[src/rtl/weno5z_face_reconstruction_defines.svh]
// ----------------------------------------------------------------------------
// WENO5-Z face reconstruction assertion macros
// Shared assertion forms used at the end of the top level.
// ----------------------------------------------------------------------------
`ifndef WENO5Z_FACE_RECONSTRUCTION_DEFINES_SVH
`define WENO5Z_FACE_RECONSTRUCTION_DEFINES_SVH

// Same-cycle implication, checked on every rising clock edge outside reset.
`define WZ_ASSERT_SAME(lbl, ante, cons, msg) \
    lbl: assert property (@(posedge i_clk) disable iff (!i_rst_n) (ante) |-> (cons)) \
        else $error(msg);

// Next-cycle implication, checked on every rising clock edge outside reset.
`define WZ_ASSERT_NEXT(lbl, ante, cons, msg) \
    lbl: assert property (@(posedge i_clk) disable iff (!i_rst_n) (ante) |=> (cons)) \
        else $error(msg);

`endif

[src/rtl/weno5z_pkg.sv]
// ----------------------------------------------------------------------------
// WENO5-Z package
// Widths, constants and shared types of the face reconstruction pipeline.
// ----------------------------------------------------------------------------
`default_nettype none

package weno5z_pkg;

    // Sample format and configuration.
    localparam int SAMPLE_W = 32;
    localparam int EPS_W    = 16;
    localparam int FACES    = 2;
    localparam int TAPS     = 5;
    localparam int SUBS     = 3;

    // Smoothness indicators: B = 6*D^2 + E^2 on integer differences.
    localparam int DIFF_W = SAMPLE_W + 4;
    localparam int MAG_W  = DIFF_W - 1;
    localparam int SQ_W   = 2 * MAG_W;
    localparam int IND_W  = SQ_W;
    localparam int DEN_W  = IND_W + 1;

    // Ratio |B0-B2| * 2^16 / (Bk + 4*eps), capped to 46 bits.
    localparam int RFRAC   = 16;
    localparam int RATIO_W = 46;
    localparam int RQ_W    = RATIO_W + 1;
    localparam logic [RATIO_W-1:0] RATIO_CAP = '1;

    // Weight numerators and their normalization.
    localparam int ALPHA_W = RATIO_W + 3;
    localparam int SUM_W   = ALPHA_W + 2;
    localparam int NORM_W  = 32;
    localparam int SHIFT_W = 5;
    localparam int W_BITS  = 30;
    localparam int WQ_W    = W_BITS + 1;

    // Candidate blend and final rounding.
    localparam int CAND_W = SAMPLE_W + 6;
    localparam int CMAG_W = CAND_W - 1;
    localparam int PROD_W = CMAG_W + WQ_W;
    localparam int ACC_W  = PROD_W + 2;
    localparam int XW     = ACC_W - W_BITS + 1;

    // Divide by six as a halving followed by a multiply with the reciprocal of
    // three. Values at or above the limits clip, so the half stays below 2^34.
    localparam int Y_W       = SAMPLE_W + 2;
    localparam int RCP_SHIFT = Y_W + 1;
    localparam int RCP_W     = Y_W;
    localparam int RCP_HALF  = 17;
    localparam int PL_W      = Y_W + RCP_HALF;
    localparam int PP_W      = Y_W + RCP_W;
    localparam logic [RCP_W-1:0] RCP_THIRD =
        RCP_W'(((64'd1 << RCP_SHIFT) + 64'd1) / 64'd3);
    localparam logic [XW-1:0] X_POS_LIM = XW'(6) << (SAMPLE_W - 1);
    localparam logic [XW-1:0] X_NEG_LIM = X_POS_LIM + XW'(6);

    localparam logic [SAMPLE_W-1:0] SAMPLE_MAX = {1'b0, {(SAMPLE_W-1){1'b1}}};
    localparam logic [SAMPLE_W-1:0] SAMPLE_MIN = {1'b1, {(SAMPLE_W-1){1'b0}}};

    // One result item as it travels to the output buffer.
    typedef struct packed {
        logic [SAMPLE_W-1:0] face_plus_half;
        logic [SAMPLE_W-1:0] face_minus_half;
        logic                saturated;
    } t_face_res;

    // Least right shift that brings the weight sum below 2^NORM_W.
    function automatic logic [SHIFT_W-1:0] norm_shift(input logic [SUM_W-1:0] v);
        logic [SHIFT_W-1:0] s;
        s = '0;
        for (int i = NORM_W; i < SUM_W; i++) begin
            if (v[i]) begin
                s = SHIFT_W'(i - NORM_W + 1);
            end
        end
        return s;
    endfunction

endpackage

`default_nettype wire

[src/rtl/weno5z_outbuf.sv]
// ----------------------------------------------------------------------------
// WENO5-Z output buffer
// Output register with a skid entry; the pipeline runs while the skid is empty.
// ----------------------------------------------------------------------------
`default_nettype none

module weno5z_outbuf (
    input  wire logic                   i_clk,
    input  wire logic                   i_rst_n,
    input  wire logic                   i_push,
    input  wire weno5z_pkg::t_face_res  i_data,
    output logic                        o_en,
    output logic                        o_valid,
    output weno5z_pkg::t_face_res       o_data,
    input  wire logic                   i_ready
);
    import weno5z_pkg::*;

    logic      r_head_valid;
    logic      r_skid_valid;
    t_face_res r_head;
    t_face_res r_skid;
    logic      pop;

    assign pop     = r_head_valid && i_ready;
    assign o_en    = !r_skid_valid;
    assign o_valid = r_head_valid;
    assign o_data  = r_head;

    // Occupancy of the head and skid entries.
    always_ff @(posedge i_clk) begin
        if (!i_rst_n) begin
            r_head_valid <= 1'b0;
            r_skid_valid <= 1'b0;
        end else begin
            if (!r_head_valid || pop) begin
                r_head_valid <= r_skid_valid || i_push;
            end
            if (r_skid_valid) begin
                r_skid_valid <= !pop;
            end else begin
                r_skid_valid <= i_push && r_head_valid && !pop;
            end
        end
    end

    // Item data: the skid entry drains first, so order is kept.
    always_ff @(posedge i_clk) begin
        if (!r_head_valid || pop) begin
            r_head <= r_skid_valid ? r_skid : i_data;
        end
        if (!r_skid_valid && i_push && r_head_valid && !pop) begin
            r_skid <= i_data;
        end
    end

endmodule

`default_nettype wire

[config.mk]
export PLATFORM = sky130hd
export DESIGN_NAME = weno5z_outbuf
export DESIGN_NICKNAME = d
export VERILOG_FILES = /design/src/rtl/weno5z_face_reconstruction_defines.svh /design/src/rtl/weno5z_pkg.sv /design/src/rtl/weno5z_outbuf.sv
export SDC_FILE = /design/constraint.sdc
export NUM_CORES = 1
export LEC_CHECK = 0
export ABC_AREA = 1
export BUFFER_PORTS_ARGS = -buffer_cell sky130_fd_sc_hd__buf_2
export CAP_MARGIN = 10
export CELL_PAD_IN_SITES_DETAIL_PLACEMENT = 0
export CELL_PAD_IN_SITES_GLOBAL_PLACEMENT = 1
export CORE_ASPECT_RATIO = 0.5
export CORE_MARGIN = 3
export CORE_UTILIZATION = 44
export CTS_CLUSTER_SIZE = 24
export DETAILED_ROUTE_END_ITERATION = 10
export PLACE_DENSITY_LB_ADDON = 0.12
export SLEW_MARGIN = 5
export SYNTH_ARGS = -nofsm -noshare
export SYNTH_HDL_FRONTEND = slang
export SYNTH_SLANG_ARGS = --single-unit
[constraint.sdc]
create_clock -name i_clk -period 19.4 [get_ports i_clk]
set_input_delay 0.97 -clock i_clk [delete_from_list [all_inputs] [get_ports i_clk]]
set_output_delay 0.97 -clock i_clk [all_outputs]
set_load 0.01 [all_outputs]
==> results of run 1 <==
-- routing by layer --
metal	GRT usage	vias up	wire, um
met5	0	-	0
met1	0.2023	1344	4194
li1	-	1481	-
met3	0.06136	13	717
met4	0.07577	0	165
met2	0.2461	101	4256
-- power groups by stage --
stage,combinational [W],sequential (W),clock (W)
2_1_floorplan,0.0000184,0.000354,0
3_3_place_gp,0.0000521,0.000346,0
6_report,0.0000520,0.000341,0.000364
3_5_place_dp,0.0000529,0.000346,0
5_1_grt,0.0000589,0.000342,0.000385
4_1_cts,0.0000528,0.000341,0.000370
-- worst paths after layout --
path,start,to,cells past startpoint
worst max-delay path,i_ready,r_skid[5],5
worst max register to register,o_valid,r_skid[5],3
worst min register to register,r_skid[24],o_data[24],2
worst min-delay path,r_skid[24],o_data[24],2
-- state kept, by name, summed over array words and instances, names as in the netlist --
register / flops
o_data: 65
o_valid: 1
r_skid: 65
r_skid_valid: 1
-- through the flow --
step           setup WS [ns]  power [W]  cell area [sq um]  utilization  hold WS [ns]
2_1_floorplan          11.82  0.0003729               4837            -        0.4903
4_1_cts                16.53  0.0007640               6274       0.6008        0.5135
3_3_place_gp           16.34  0.0003984               5605       0.5368        0.4995
6_report               16.82  0.0007563               6294       0.6027        0.5084
5_1_grt                16.67  0.0007857               6294       0.6027        0.5262
3_5_place_dp           16.32  0.0003991               5605       0.5368        0.5041
-- cells by family after synthesis --
group,share of synthesized area
DFF,0.8153
buffers and inverters,0.02690
AOI/OAI and AO/OA,0.002328
and+or+nand+nor,0.1555
-- cell type report --
type	count	area, sq um	share of cell area
Tap cell	140	175.2	0.02783
Sequential cell	132	3945	0.6268
Multi-Input combinational cell	202	775.7	0.1233
Inverter	5	18.77	0.002982
Timing Repair Buffer	138	710.7	0.1129
Clock buffer	20	436.7	0.06938
Clock inverter	11	231.5	0.03678
-- cells in the final DEF, fill, tap and decap left out --
cell,instances
dfxtp_2,1
clkinv_1,1
buf_12,1
edfxtp_1,130
inv_1,4
bufinv_16,7
clkbuf_16,17
nand2_4,1
inv_2,1
dfxtp_1,1
clkinv_2,2
clkbuf_1,3
buf_4,2
nor3_2,1
nand2_1,197
o21ai_0,1
clkinvlp_4,1
a31oi_1,1
buf_2,135
nor2_1,1
-- worst max-delay path: stages --
cell,delay (ns)
buf_2,0.10
inv_1,0.08
nand2_4,0.47
nor3_2,0.26
buf_4,0.69
==> impl_metrics.toml, run 1 <==
[status]
status = "finished clean"

[logic_synthesis]
ys_top_cells_by_area = "edfxtp_1 81%, nand2_1 15%, buf_6 1.2%"
async_flop_share = 0
synth_seq_cells = 132
synth_area_sq_um = 4837
ys_types = 12
syn_nets = 423
ys.flop_type = "edfxtp_1"
yosys_warnings = 0
synth_cells = 354
synth_common_cells = "198 x nand2_1, 130 x edfxtp_1, 8 x buf_2"
yosysTopAreaCellShare = 0.8070
synth.most_common_cell = "nand2_1"
synth_top_area_cell = "edfxtp_1"
seq_area_frac_synth = 0.8153
synth-edff-count = 130
synth.avg_cell_area_sq_um = 13.66

[floorplan]
num_rows = 26
die_area_sq_um = 12360
die_y_um = 80.14
start_util = 0.4632
die_width_um = 154.3
pin_count = 136
coreArea_sq_um = 10440

[clocking]
clk_pin_slew_ns = 0.06
ctsResizeCount = 0
cts_tree = "yes"
cts_made_buffers = 17
clkSinkCount = 132
clockRootBuffer = "clkbuf_16"
ctsHoldBuffers = 0
worstSkewPairLatency_ns = 0.41
ctsHtreeMaxLevel = 4
clk_path_buf_depth = 2
cts_setup_buffers = 0

[critical_path]
cp-start-kind = "primary input"
critPathKind = "in -> reg"
worstSetupEndpointType = "register"
cp_max_fo = 67
cp.required_ns = 19.43
reg2reg_slack_ns = 17.13
critPathArrivalTime_ns = 2.61

[timing]
tightest_slew_ns = 0.8841
skew_ns = 0.008151
setup_tns_ns = 0
rsz0062_at_grt = "no"
hold_viol_final = 0
finalCritPeriodShare = 0.1332
slew-limit-headroom = 0.4101
max_clock_freq_ghz = 0.3871
setup_viol = 0
period_minus_slack_ns = 2.583
finalMaxSlewViolations = 0

[placed_design]
hpwl_mm = 5.631
place.gp.congestion = 0.7448
dp_cells = 616
io_buffers = 135

[power]
p_comb_frac = 0.069
power_frac_seq = 0.450
power_switching_w = 0.0001488
power_density_nw_per_um2 = 120.2
pwr-share-clk = 0.481
irDropWorstVdd_mv = 0.06224
p_leak_nw = 2.761
switching_share = 0.1967
p_int_w = 0.0006075

[route]
via_count = 2939
drtIter0Drc = 169
drc = 0
via_per_inst = 4.535
wl_per_cell_um = 14.40
firstDrtPassIters = 4
wl_mm = 9.333
ant_nets = 0

[grt]
track_usage = 0.1601
antenna_found_initial = 0
grt_max_degree = 68
grt_pass1_vias = 2835
grt-ovfl-total = 0
grt_pass1_wl_mm = 14.56

[cells_and_area]
area_growth_pct = 30.11
fillers = 851
final_cells = 648
nets = 565
n_antenna_cell = 0
drive_gt1_frac = 0.3327

[run]
drv_cap = 0

[worst_hold_path]
hold_class = "reg -> reg"
Power figures use the tool's default switching activity.
==> run 2: changes to the inputs <==
CORE_UTILIZATION = 37   (was 44)
clock period = 2.1 ns   (was 19.4 ns; I/O delays follow)
==> run 2 against run 1 <==
Sequential power increased to 9.2 times the previous value. Highest routed layer unchanged. Via count rose by 7.2%. Cell area is 11% higher. Wire length grew 8.5%. Register-to-register slack got worse by 17 ns. Count of clock-buffer cells in the layout decreased by 2. Combinational power rose to 11 times the previous value. First-iteration DRC count shrank 20%. Sequential cell count unchanged. Cell count grew 15%. Sequential share of layout area fell by 6.2 points. Die area increased by 18%.
==> impl_metrics.toml, run 2 (same netlist as run 1, synthesis figures left out) <==
[status]
status = "finished clean"

[route]
via_count = 3151
drc = 0
via_per_inst = 4.224
ant_nets = 0
firstDrtPassIters = 4
drtIter0Drc = 136
wl_per_cell_um = 13.57
wl_mm = 10.12

[floorplan]
start_util = 0.3934
num_rows = 28
coreArea_sq_um = 12300
die_y_um = 86.85
pin_count = 136
die_width_um = 167.7
die_area_sq_um = 14560

[critical_path]
cp_max_fo = 34
reg2reg_slack_ns = 0.61
path_buf_inv = 4
cp_cell_sequence = "dlygate4sd3_1 > buf_2 > inv_1 > nand2_8 > nor3_4 > buf_4"
max_stage_delay_ns = 0.53
cp.required_ns = 2.17
critPathKind = "in -> reg"
worstSetupEndpointType = "register"
critPathArrivalTime_ns = 1.70
slowest_stage = "dlygate4sd3_1"
cp-start-kind = "primary input"
cp_top_family = "buffers and inverters"

[placed_design]
place.gp.congestion = 0.6894
placed_area_sq_um = 5700
post-place-ws_ns = 0.5735
io_buffers = 135
hpwl_mm = 6.220

[grt]
grt-ovfl-total = 0
grt_max_degree = 42
grt_pass1_vias = 3215
grt_pass1_wl_mm = 16.01
antenna_found_initial = 0
track_usage = 0.1445

[timing]
period_minus_slack_ns = 1.628
hold_viol_final = 0
skew_ns = 0.007822
setup_viol = 0
max_clock_freq_ghz = 0.6143
fin_ws_ns = 0.4721
finalMaxSlewViolations = 0
slew-limit-headroom = 0.6860
finalCritPeriodShare = 0.7752
rsz0062_at_grt = "no"
tightest_slew_ns = 0.4709

[power]
power_density_nw_per_um2 = 968.9
p_leak_nw = 3.022
irDropWorstVdd_mv = 0.5016

[cells_and_area]
final_area_sq_um = 6985
area_growth_pct = 44.41
layout_commonest_cell = "nand2_1"
drive_gt1_frac = 0.3029
layout_common_cells = "197 x nand2_1, 135 x buf_2, 130 x edfxtp_1, 67 x dlygate4sd3_1, 17 x clkbuf_16"
nets = 637
n_antenna_cell = 0

[run]
drv_cap = 0

[clocking]
clk_path_buf_depth = 2
cts_setup_buffers = 0
clkSinkCount = 132
cts_tree = "yes"
cts_made_buffers = 17
clockRootBuffer = "clkbuf_16"
ctsHtreeMaxLevel = 4
worstSkewPairLatency_ns = 0.40
clk_pin_slew_ns = 0.05

[worst_hold_path]
hold_class = "in -> reg"
-- run 2: cell count changes in the layout (fill, tap and decap cells not counted), sizes merged --
cell,delta
buf,+5
bufinv,-3
clkbuf,-2
clkinv,+3
clkinvlp,+2
dlygate4sd3,+67
inv,+1
-- run 2: cell type report --
class	instances	area [sq um]
fillers	1044	5311
flip-flops and latches	132	3949
repair buffers	210	1406
multi-input cells	202	790.8
clock buffers	18	429.2
well taps	165	206.4
clock inverters	14	185.2
inverters	5	18.77
-- run 2: per-stage QoR --
| stage | util | std cells | power, W | hold WS (ns) | TNS, ns |
|---|---|---|---|---|---|
| 4_1_cts | 0.5681 | 746 | 0.006854 | 0.03598 | 0 |
| 6_report | 0.5681 | 746 | 0.006768 | 0.04564 | 0 |
| 3_5_place_dp | 0.4636 | 647 | 0.003700 | 0.2982 | 0 |
| 5_1_grt | 0.5681 | 746 | 0.007040 | 0.04846 | 0 |
| 3_3_place_gp | 0.4636 | 647 | 0.003697 | 0.2968 | 0 |
| 2_1_floorplan | - | 354 | 0.003443 | 0.2039 | -40.87 |
-- run 2: metal layers --
metal	track usage	share of wire	up-vias
li1	-	-	1629
met5	0	0	-
met3	0.04125	0.050	8
met4	0.05122	0.0067	0
met1	0.1846	0.47	1433
met2	0.2406	0.47	81
-- run 2: path summary, 6_finish.rpt --
path               from         end  cells after the start
max             i_ready  r_skid[61]                      6
min              i_push     o_valid                      3
max reg2reg     o_valid  r_skid[61]                      3
min reg2reg  r_skid[14]  o_data[14]                      2
-- run 2: power breakdown --
| part | total, W | switching [W] | internal [W] |
|---|---|---|---|
| logic | 0.000585 | 0.000318 | 0.000268 |
| clock network | 0.00304 | 0.00106 | 0.00198 |
| registers | 0.00314 | 0.0000486 | 0.00310 |
| total | 0.00677 | 0.00143 | 0.00534 |
-- run 2: worst register-to-register path: stages, from the launching register on --
cell and delay (ns):
dfxtp_4 0.38, nand2_8 0.19, nor3_4 0.24, buf_4 0.34
-- run 2: what timing repair did --
action / 4_1_cts / 5_1_grt
hold endpoints to repair: 126 / 0
gates resized for setup: 0 / 0
hold buffers: 67 / 0
