$ cat src/rtl/weno5z_face_reconstruction_defines.svh
// ----------------------------------------------------------------------------
// WENO5-Z face reconstruction assertion macros
// Shared assertion forms used at the end of the top level.
// ----------------------------------------------------------------------------
`ifndef WENO5Z_FACE_RECONSTRUCTION_DEFINES_SVH
`define WENO5Z_FACE_RECONSTRUCTION_DEFINES_SVH

// Same-cycle implication, checked on every rising clock edge outside reset.
`define WZ_ASSERT_SAME(lbl, ante, cons, msg) \
    lbl: assert property (@(posedge i_clk) disable iff (!i_rst_n) (ante) |-> (cons)) \
        else $error(msg);

// Next-cycle implication, checked on every rising clock edge outside reset.
`define WZ_ASSERT_NEXT(lbl, ante, cons, msg) \
    lbl: assert property (@(posedge i_clk) disable iff (!i_rst_n) (ante) |=> (cons)) \
        else $error(msg);

`endif

$ cat src/rtl/weno5z_div.sv
// ----------------------------------------------------------------------------
// WENO5-Z pipelined divider
// Restoring division, one quotient bit per stage, several lanes in step,
// with a side bus and a valid bit that travel along with the operands.
// ----------------------------------------------------------------------------
`default_nettype none

module weno5z_div #(
    parameter int LANES = 1,
    parameter int QW    = 8,
    parameter int DW    = 8,
    parameter int PW    = 1
) (
    input  wire logic                         i_clk,
    input  wire logic                         i_rst_n,
    input  wire logic                         i_en,
    input  wire logic                         i_valid,
    input  wire logic [LANES-1:0][DW-1:0]     i_rem,
    input  wire logic [LANES-1:0][QW-1:0]     i_low,
    input  wire logic [LANES-1:0][DW-1:0]     i_den,
    input  wire logic [PW-1:0]                i_pass,
    output logic                              o_valid,
    output logic      [LANES-1:0][QW-1:0]     o_quot,
    output logic      [PW-1:0]                o_pass
);

    logic                         r_valid [QW];
    logic [LANES-1:0][DW-1:0]     r_rem   [QW];
    logic [LANES-1:0][QW-1:0]     r_low   [QW];
    logic [LANES-1:0][DW-1:0]     r_den   [QW];
    logic [LANES-1:0][QW-1:0]     r_q     [QW];
    logic [PW-1:0]                r_pass  [QW];

    for (genvar g = 0; g < QW; g++) begin : g_stage
        logic                     src_valid;
        logic [LANES-1:0][DW-1:0] src_rem;
        logic [LANES-1:0][QW-1:0] src_low;
        logic [LANES-1:0][DW-1:0] src_den;
        logic [LANES-1:0][QW-1:0] src_q;
        logic [PW-1:0]            src_pass;
        logic [LANES-1:0][DW-1:0] n_rem;
        logic [LANES-1:0][QW-1:0] n_low;
        logic [LANES-1:0][QW-1:0] n_q;

        // The first stage takes the operands, later ones the previous stage.
        if (g == 0) begin : g_head
            assign src_valid = i_valid;
            assign src_rem   = i_rem;
            assign src_low   = i_low;
            assign src_den   = i_den;
            assign src_q     = '0;
            assign src_pass  = i_pass;
        end else begin : g_body
            assign src_valid = r_valid[g-1];
            assign src_rem   = r_rem[g-1];
            assign src_low   = r_low[g-1];
            assign src_den   = r_den[g-1];
            assign src_q     = r_q[g-1];
            assign src_pass  = r_pass[g-1];
        end

        // Shift in the next numerator bit and subtract where it fits.
        always_comb begin
            logic [DW:0] trial;
            trial = '0;
            for (int l = 0; l < LANES; l++) begin
                trial = {src_rem[l], src_low[l][QW-1]};
                if (trial >= {1'b0, src_den[l]}) begin
                    n_rem[l] = DW'(trial - {1'b0, src_den[l]});
                    n_q[l]   = {src_q[l][QW-2:0], 1'b1};
                end else begin
                    n_rem[l] = trial[DW-1:0];
                    n_q[l]   = {src_q[l][QW-2:0], 1'b0};
                end
                n_low[l] = {src_low[l][QW-2:0], 1'b0};
            end
        end

        // Valid bit of the stage.
        always_ff @(posedge i_clk) begin
            if (!i_rst_n) begin
                r_valid[g] <= 1'b0;
            end else if (i_en) begin
                r_valid[g] <= src_valid;
            end
        end

        // Operands and partial quotient of the stage.
        always_ff @(posedge i_clk) begin
            if (i_en) begin
                r_rem[g]  <= n_rem;
                r_low[g]  <= n_low;
                r_den[g]  <= src_den;
                r_q[g]    <= n_q;
                r_pass[g] <= src_pass;
            end
        end
    end

    assign o_valid = r_valid[QW-1];
    assign o_quot  = r_q[QW-1];
    assign o_pass  = r_pass[QW-1];

endmodule

`default_nettype wire

$ cat config.mk
export PLATFORM = sky130hd
export DESIGN_NAME = weno5z_div
export DESIGN_NICKNAME = d
export VERILOG_FILES = /design/src/rtl/weno5z_face_reconstruction_defines.svh /design/src/rtl/weno5z_div.sv
export SDC_FILE = /design/constraint.sdc
export NUM_CORES = 1
export LEC_CHECK = 0
export ABC_AREA = 1
export BUFFER_PORTS_ARGS = -buffer_cell sky130_fd_sc_hd__buf_2
export CORE_UTILIZATION = 55
export DETAILED_ROUTE_END_ITERATION = 16
export PLACE_DENSITY = 0.72
export SYNTH_ARGS = -nofsm -noshare
export SYNTH_HDL_FRONTEND = slang
export SYNTH_SLANG_ARGS = --single-unit
$ cat constraint.sdc
create_clock -name i_clk -period 2.1 [get_ports i_clk]
set_clock_uncertainty 0.15 [all_clocks]
set_input_delay 0.105 -clock i_clk [delete_from_list [all_inputs] [get_ports i_clk]]
set_output_delay 0.105 -clock i_clk [all_outputs]
set_load 0.01 [all_outputs]
==> metrics.md, run 1 <==
| Metric | Value |
|---|---|
| Total of warnings raised by yosys | 0 |
| GRT Util Overall | 0.207 |
| Post-synthesis xor/xnor area fraction | 0.0178 |
| Net count of the mapped netlist | 1126 |
| #FFs+latches synth | 192 |
| Crit end category | flop |
| Placed cell count | 1298 |
| Largest stage delay on the critical path | 0.49 ns |
| Post-Synth Adder-Cell Area | 0.0910 |
| Startpoint Class | flop |
| Root buf cell | clkbuf_16 |
| Final Hold Fails | 0 |
| Fillers | 1389 |
| Status | finished clean |
| Detail Route Antenna Nets | 0 |
| Largest family of logic cells by synthesized area | simple AND/OR/NAND/NOR gates |
| Gpl congestion | 0.848 |
| Register area | 5760 sq um |
| Total gr overflow | 0 |
| Non-Filler Instances | 1377 |
| Multi-input logic area | 3960 sq um |
| Max VDD drop | 0.000693 V |
| Pwr/cell area | 1130 nW/um^2 |
| Port bufs | 38 |
| Synth Area in Simple Gates | 0.244 |
| F_max | 497 MHz |
| Reg2reg setup slack | 0.09 ns |
| Vias in the first global route | 6624 |
| Post-Route WL | 19100 microns |
| Starting Density | 0.568 |
| Avg Cell Area, Syn | 10.1 sq um |
| Crit path max-delay family | simple AND/OR/NAND/NOR gates |
| CTS buffer count | 17 |
| Crit share post-route | 0.959 |
| Cells after synthesis | 1026 |
| Rel. slew slack | 0.720 |
| Worst EP required | 2.13 ns |
| Final net count | 1235 |
| First-pass GRT wire length | 31300 microns |
| H-tree depth | 4 |
| Crit-path max FO | 4 |
| Max-slew violations | 0 |
| Vias per inst | 5.07 |
| Core Footprint | 18200 sq um |
| Ports | 39 |
| Post-route DRC violation count | 0 |
| Die Height | 139 microns |
| Worst-Margin Slew | 0.421 ns |
| # diodes | 0 |
| Most frequent CP cell | nand2_1 |
| RSZ-0062 raised after global routing | no |
| Antenna violations before repair | 0 |
| Synth Area in Compound Gates | 0.0184 |
| Row count | 49 |
| Setup Viol. Count Final | 0 |
| CTS sink cnt | 192 |
| Layout cells sized above 1 | 0.183 |
| Tightest Hold Check Type | in -> reg |
| Syn-to-layout area delta | 16.4% |
| Cell Area, Synth | 10300 sq um |
| CTS tree | done |
| Final Critical Period | 2.01 ns |
| Die area | 19400 sq um |
| Mux contribution to synthesized area | 0 |
| Critical Path, Cell by Cell | ha_1 > nand2_1 > nor2_1 > nand2_1 > nor2_2 > nor2_4 > buf_4 > nand3_1 > nand2_1 |
| Worst-path clk slew | 0.07 ns |
| Lkg Pwr | 5.60 nW |
| Clk_lat worst skew | 0.43 ns |
| Distinct cell type count after synthesis | 31 |
| Max cap viols | 0 |
| Largest net degree at the start of global routing | 64 |
| Critical path type | reg -> reg |
| CP bufs+invs | 1 |
| CP arrival | 2.05 ns |
| Sequential fraction of the synthesis area | 0.556 |
| Routed wire per std cell | 13.9 microns |
| Setup WS pre-CTS | -0.0181 ns |
| Initial DRC count | 428 |
| Worst setup margin | 0.0867 ns |
| Critical path's slowest cell | edfxtp_1 |
| Drt pass-1 iters | 5 |
| Via count | 6977 |
| Die span in x | 139 microns |
| Post-DP HPWL | 13800 microns |
| Clock tree buffer depth | 2 |
synth_stat cells (all sizes together):
master  number  area, sq um
dfxtp        1         20.0
nand3b       4         30.0
nor3         8         76.3
nand4       16          125
nor2        54          282
o21ai        2         10.0
xor2        14          123
nand2      332         1470
xnor2        7         61.3
inv        185          694
fa           7          140
edfxtp     191         5740
buf          7         58.8
nand3      104          536
a21oi       30          180
ha          64          801
path summary, 6_finish.rpt:
| check | start | to | cells past startpoint |
|---|---|---|---|
| worst min-delay path | i_rem[7] | r_rem[0][3] | 5 |
| worst max-delay path | r_rem[3][0] | r_rem[4][5] | 9 |
| worst min register to register | r_q[0][27] | r_q[1][4] | 0 |
| worst max register to register | r_rem[3][0] | r_rem[4][5] | 9 |
registers in the layout (all words and copies together) (netlist names):
register / cells
r_pass: 8
r_valid: 8
r_low: 28
r_rem: 56
r_den: 56
r_q: 36
worst register-to-register path: stages (launching register included):
cell      delay, ns
edfxtp_1       0.49
ha_1           0.36
nand2_1        0.08
nor2_1         0.10
nand2_1        0.06
nor2_2         0.12
nor2_4         0.08
buf_4          0.15
nand3_1        0.10
nand2_1        0.07
cell families (layout without fill, tap and decap cells):
logic type	after synthesis	in the layout
fa+ha+maj	71	71
compound gates	32	32
flops	192	192
xor+xnor	21	21
buf+inv	192	311
simple gates	518	521
layout make-up:
class	instances	area share
clock buffers	18	0.0357
clock inverters	14	0.0142
inverters	185	0.0577
multi-input cells	645	0.329
flip-flops and latches	192	0.478
well taps	229	0.0238
repair buffers	94	0.0614
repair_timing:
action / in CTS / in global routing
hold buffers: 28 / 0
pin swaps: 2 / 6
endpoints found under the setup margin: 1 / 26
endpoints found under the hold margin: 49 / 0
resized for setup: 3 / 17
setup buffers: 3 / 13
cloned: 0 / 3
cells in the final DEF, fill, tap and decap left out, types with 5 or more instances in the layout:
master | netlist | layout
nand2_1 | 281 | 279
edfxtp_1 | 191 | 191
inv_1 | 177 | 176
nand3_1 | 101 | 101
ha_1 | 64 | 51
nor2_1 | 40 | 40
nand2_2 | 37 | 39
buf_2 | 2 | 37
dlygate4sd3_1 | 0 | 28
buf_4 | 2 | 24
a21oi_1 | 24 | 23
clkbuf_16 | 0 | 17
xor2_1 | 14 | 14
nand4_1 | 12 | 12
nand2_4 | 11 | 11
nor2_2 | 7 | 9
inv_2 | 8 | 9
xnor2_1 | 7 | 7
nor2_4 | 6 | 7
ha_2 | 0 | 7
a21oi_2 | 5 | 6
fa_1 | 7 | 6
ha_4 | 0 | 6
nor3_2 | 5 | 5
through the flow:
stage          TNS [ns]   util  power (W)  cell area [sq um]  hold WS [ns]
4_1_cts               0  0.648     0.0134              11800        0.0375
6_report              0  0.661     0.0136              12000        0.0571
5_1_grt               0  0.661     0.0145              12000        0.0755
3_5_place_dp    -0.0181  0.598     0.0100              10900         0.133
3_3_place_gp    -0.0159  0.598    0.00995              10900         0.132
2_1_floorplan         0      -    0.00895              10300        0.0539
power breakdown:
group	switching, W	internal (W)	total [W]
logic	0.00289	0.00189	0.00478
clock network	0.00145	0.00180	0.00325
registers	0.000405	0.00512	0.00553
total	0.00475	0.00881	0.0136
layer usage:
| metal | wire (microns) | track usage | vias to the layer above |
|---|---|---|---|
| met2 | 8830 | 0.332 | 129 |
| met5 | 0 | 0 | - |
| met3 | 683 | 0.0411 | 24 |
| met1 | 9290 | 0.281 | 3232 |
| li1 | - | - | 3592 |
| met4 | 282 | 0.0713 | 0 |
(Power assumes the default switching activity.)
==> inputs of run 2 (changes only) <==
--- a/config.mk
+++ b/config.mk
@@ -5,7 +5,6 @@
 export SDC_FILE = /design/constraint.sdc
 export NUM_CORES = 1
 export LEC_CHECK = 0
-export ABC_AREA = 1
 export BUFFER_PORTS_ARGS = -buffer_cell sky130_fd_sc_hd__buf_2
 export CORE_UTILIZATION = 55
 export DETAILED_ROUTE_END_ITERATION = 16
==> run 2 against run 1 <==
- the run now ends with negative setup slack left
- clock power down 3%
- hold slack better by 0.062 ns
- flip-flop and latch count unchanged
- count of clock-buffer cells in the layout unchanged
- synthesized cell count down 30%
- fmax down 14%
- core utilization up 11 points
- critical endpoint is now r_rem[2][6]
- largest cell class unchanged
- largest power group is now combinational cells
- highest routed layer unchanged
==> metrics.md, run 2 <==
| Metric | Value |
|---|---|
| Pwr/cell area | 1150 nW/um^2 (+1.7%) |
| RSZ-0062 raised after global routing | yes |
| Total gr overflow | 0 (unchanged) |
| Clock tree buffer depth | 2 (unchanged) |
| CP bufs+invs | 1 (unchanged) |
| Antenna violations before repair | 0 (unchanged) |
| Multi-input logic area | 4040 sq um (+1.9%) |
| Root buf cell | clkbuf_16 |
| Crit share post-route | 1.12 (+0.161) |
| Max VDD drop | 0.000758 V (+9.4%) |
| Setup Viol. Count Final | 35 (+35) |
| Layout cells sized above 1 | 0.402 (+0.220) |
| RR Startpoint | r_rem[1][1] |
| GR peak layer | met2 |
| Fillers | 950 (-32%) |
| Critical path's slowest cell | or4b_1 |
| Vias per inst | 5.39 (+6.4%) |
| Status | finished, violations left |
| Rel. slew slack | 0.663 (-0.0570) |
| Synth area leader | edfxtp_1 |
| Largest stage delay on the critical path | 0.49 ns (about the same) |
| Hold path start | i_rem[7] |
| Via count | 6384 (-8.5%) |
| Post-Synth Adder-Cell Area | 0.100 (+0.00929) |
| Largest regs | r_den x56, r_rem x56, r_q x36 |
| Worst-path clk slew | 0.07 ns (about the same) |
| Crit path max-delay family | simple AND/OR/NAND/NOR gates |
| Lkg Pwr | 5.24 nW (-6.4%) |
| Most frequent cells after synthesis | edfxtp_1, inv_1, ha_1 |
| Post-synth EDFFs | 191 (unchanged) |
| Clk_lat worst skew | 0.44 ns (about the same) |
| FF-to-FF End | r_rem[2][6] |
| Post-DP HPWL | 13100 microns (-5.2%) |
| Net count of the mapped netlist | 814 (-28%) |
| CTS sink cnt | 192 (unchanged) |
| Post-synthesis xor/xnor area fraction | 0.0196 (+0.00182) |
| Drt pass-1 iters | 5 (unchanged) |
| Crit-path max FO | 3 (-1) |
| Post-synth top area share | 0.611 (+0.0566) |
| Port bufs | 38 (unchanged) |
| Total of warnings raised by yosys | 0 (unchanged) |
| H-tree depth | 4 (unchanged) |
| Routed wire per std cell | 16.9 microns (+22%) |
| Avg Cell Area, Syn | 13.1 sq um (+30%) |
| Most common cell after layout, fill and taps aside | edfxtp_1 |
| Tightest Hold Check Type | in -> reg |
| Register area | 5760 sq um (unchanged) |
| Die Height | 133 microns (-4.7%) |
| First-pass GRT wire length | 31700 microns (+1.6%) |
| Distinct cell type count after synthesis | 53 (+71%) |
| Worst Hold Depth | 6 (+1) |
| Starting Density | 0.564 (-0.00413) |
| Grt met2 use | 0.450 (+0.119) |
| Final Hold Fails | 0 (unchanged) |
| Failing checks | negative setup slack |
| Commonest non-fill, non-tap cells in the layout | edfxtp_1, buf_4, inv_1 |
| Cell Area, Synth | 9380 sq um (-9.3%) |
| Final net count | 1051 (-15%) |
| Synth Area in Simple Gates | 0.0739 (-0.170) |
| CTS tree | done |
| GRT Util Overall | 0.235 (+0.0282) |
| # diodes | 0 (unchanged) |
| Post-DP Area | 10900 sq um (about the same) |
| Hold EP | r_q[0][0] |
| Gpl congestion | 0.911 (+7.4%) |
| Largest family of logic cells by synthesized area | compound AO/OA/AOI/OAI gates |
| Synth Flop Type | edfxtp_1 |
| Syn-to-layout area delta | 36.9% |
| Worst setup margin | -0.250 ns (-0.337 ns) |
| Row count | 47 (-4.1%) |
| Die area | 17600 sq um (-9.1%) |
| Detail Route Antenna Nets | 0 (unchanged) |
| Final Critical Period | 2.35 ns (+0.337 ns) |
| Largest cells by area after synthesis | edfxtp_1, ha_1, inv_1 |
| GR met3 Demand/Resource | 0.0433 (+0.00220) |
| Core Footprint | 16600 sq um (-8.6%) |
| #FFs+latches synth | 192 (unchanged) |
| Count leader, synth | edfxtp_1 |
| Final Cell Area | 12800 sq um (+6.7%) |
| Initial DRC count | 436 (+1.9%) |
| Mux contribution to synthesized area | 0.0344 (+0.0344) |
| Max cap viols | 0 (unchanged) |
| Crit end category | flop |
| Synth Area in Compound Gates | 0.115 (+0.0964) |
| Setup WS pre-CTS | -0.341 ns (-0.322 ns) |
| Worst-Margin Slew | 0.506 ns (+0.0855 ns) |
| Cells on worst reg2reg path | 7 (-2) |
| Cells after synthesis | 714 (-30%) |
| Ports | 39 (unchanged) |
| Critical path type | reg -> reg |
| Critical Path, Cell by Cell | ha_4 > buf_4 > nor2b_2 > o31a_1 > or4b_1 > nand3_2 > mux2_4 |
| Sequential fraction of the synthesis area | 0.613 (+0.0568) |
| Largest net degree at the start of global routing | 68 (+6.3%) |
| Reg2reg setup slack | -0.25 ns (-0.34 ns) |
| GR Util met1 | 0.252 (-0.0297) |
| Final hold slack | 0.119 ns (+0.0623 ns) |
| Max-slew violations | 0 (unchanged) |
| Die span in x | 133 microns (-4.7%) |
| Worst EP required | 2.26 ns (+0.13 ns) |
| CP arrival | 2.51 ns (+0.46 ns) |
| Post-Route WL | 20000 microns (+4.8%) |
| Vias in the first global route | 6698 (+1.1%) |
| Post-route DRC violation count | 0 (unchanged) |
| F_max | 425 MHz (-14%) |
| CTS buffer count | 17 (unchanged) |
| Async set-or-reset flop fraction in the synthesized netlist | 0 (unchanged) |
| Startpoint Class | flop |
## run 2: cell count changes after synthesis, sizes merged, moves of 12 or more
cell / delta
and3: +12
inv: -84
mux2i: +12
nand3: -97
nand2: -293
mux2: +18
a21o: +13
nor2b: +19
o21a: +29
o21ai: +30
nor2: -29
## run 2: worst reg2reg max path, delay by kind of cell, from the launching register on
family | cells | cell delay, ns
DFF | 1 | 0.47
muxes | 1 | 0.14
adders and majority gates | 1 | 0.26
buffers and inverters | 1 | 0.14
AOI/OAI and AO/OA | 1 | 0.32
and+or+nand+nor | 3 | 0.75
## run 2: kinds of logic (layout without fill, tap and decap cells)
| family | count (synthesis) | count (layout) |
|---|---|---|
| fa+ha+maj | 71 | 71 |
| buf+inv | 107 | 357 |
| mux | 30 | 30 |
| compound gates | 156 | 156 |
| simple gates | 137 | 137 |
| flops | 192 | 192 |
| xor+xnor | 21 | 21 |
## run 2: worst max-delay path by stage
| stage | cells after the start | startpoint | end |
|---|---|---|---|
| 5_1_grt | 8 | r_rem[1][0] | r_rem[2][6] |
| 2_1_floorplan | 7 | r_den[3][1] | r_rem[4][2] |
| 4_1_cts | 8 | r_den[3][6] | r_rem[4][6] |
| 6_report | 7 | r_rem[1][1] | r_rem[2][6] |
| 3_3_place_gp | 7 | r_rem[3][0] | r_rem[4][6] |
| 3_5_place_dp | 7 | r_den[0][0] | r_rem[1][0] |
## run 2: stage by stage
step / utilization / cells / setup TNS [ns] / power [W]
after global placement: 0.654 / 1070 / -5.65 / 0.0100
after detailed placement: 0.654 / 1070 / -7.99 / 0.0103
after floorplan: - / 714 / -2.84 / 0.00857
final: 0.772 / 1184 / -4.40 / 0.0147
after global routing: 0.772 / 1184 / -6.89 / 0.0155
after CTS: 0.742 / 1162 / -4.07 / 0.0141
## run 2: layout make-up
type                    count  area share
multi-input cells         415       0.314
clock inverters            14      0.0125
clock buffers              18      0.0334
inverters                 101      0.0295
well taps                 220      0.0214
flip-flops and latches    192       0.448
repair buffers            224       0.141
## run 2: metal layers
metal  wire [microns]  part of all wire
met1             7790              0.39
met2            11200              0.56
met3              559             0.028
met4              493             0.025
met5                0                 0
## run 2: report_power, final
| part | internal, W | leakage (nW) | switching, W |
|---|---|---|---|
| clock | 0.00161 | 0.288 | 0.00155 |
| combinational | 0.00328 | 3.08 | 0.00279 |
| sequential | 0.00512 | 1.88 | 0.000362 |
| total | 0.0100 | 5.24 | 0.00470 |
## run 2: timing repair
action                                 CTS  global route
endpoints found under the hold margin   72             0
gates cloned                             1             0
pin swaps                               26            52
setup endpoints to repair               44            54
hold buffers                            28             0
setup buffers                           31            23
gates resized for setup                 67            81
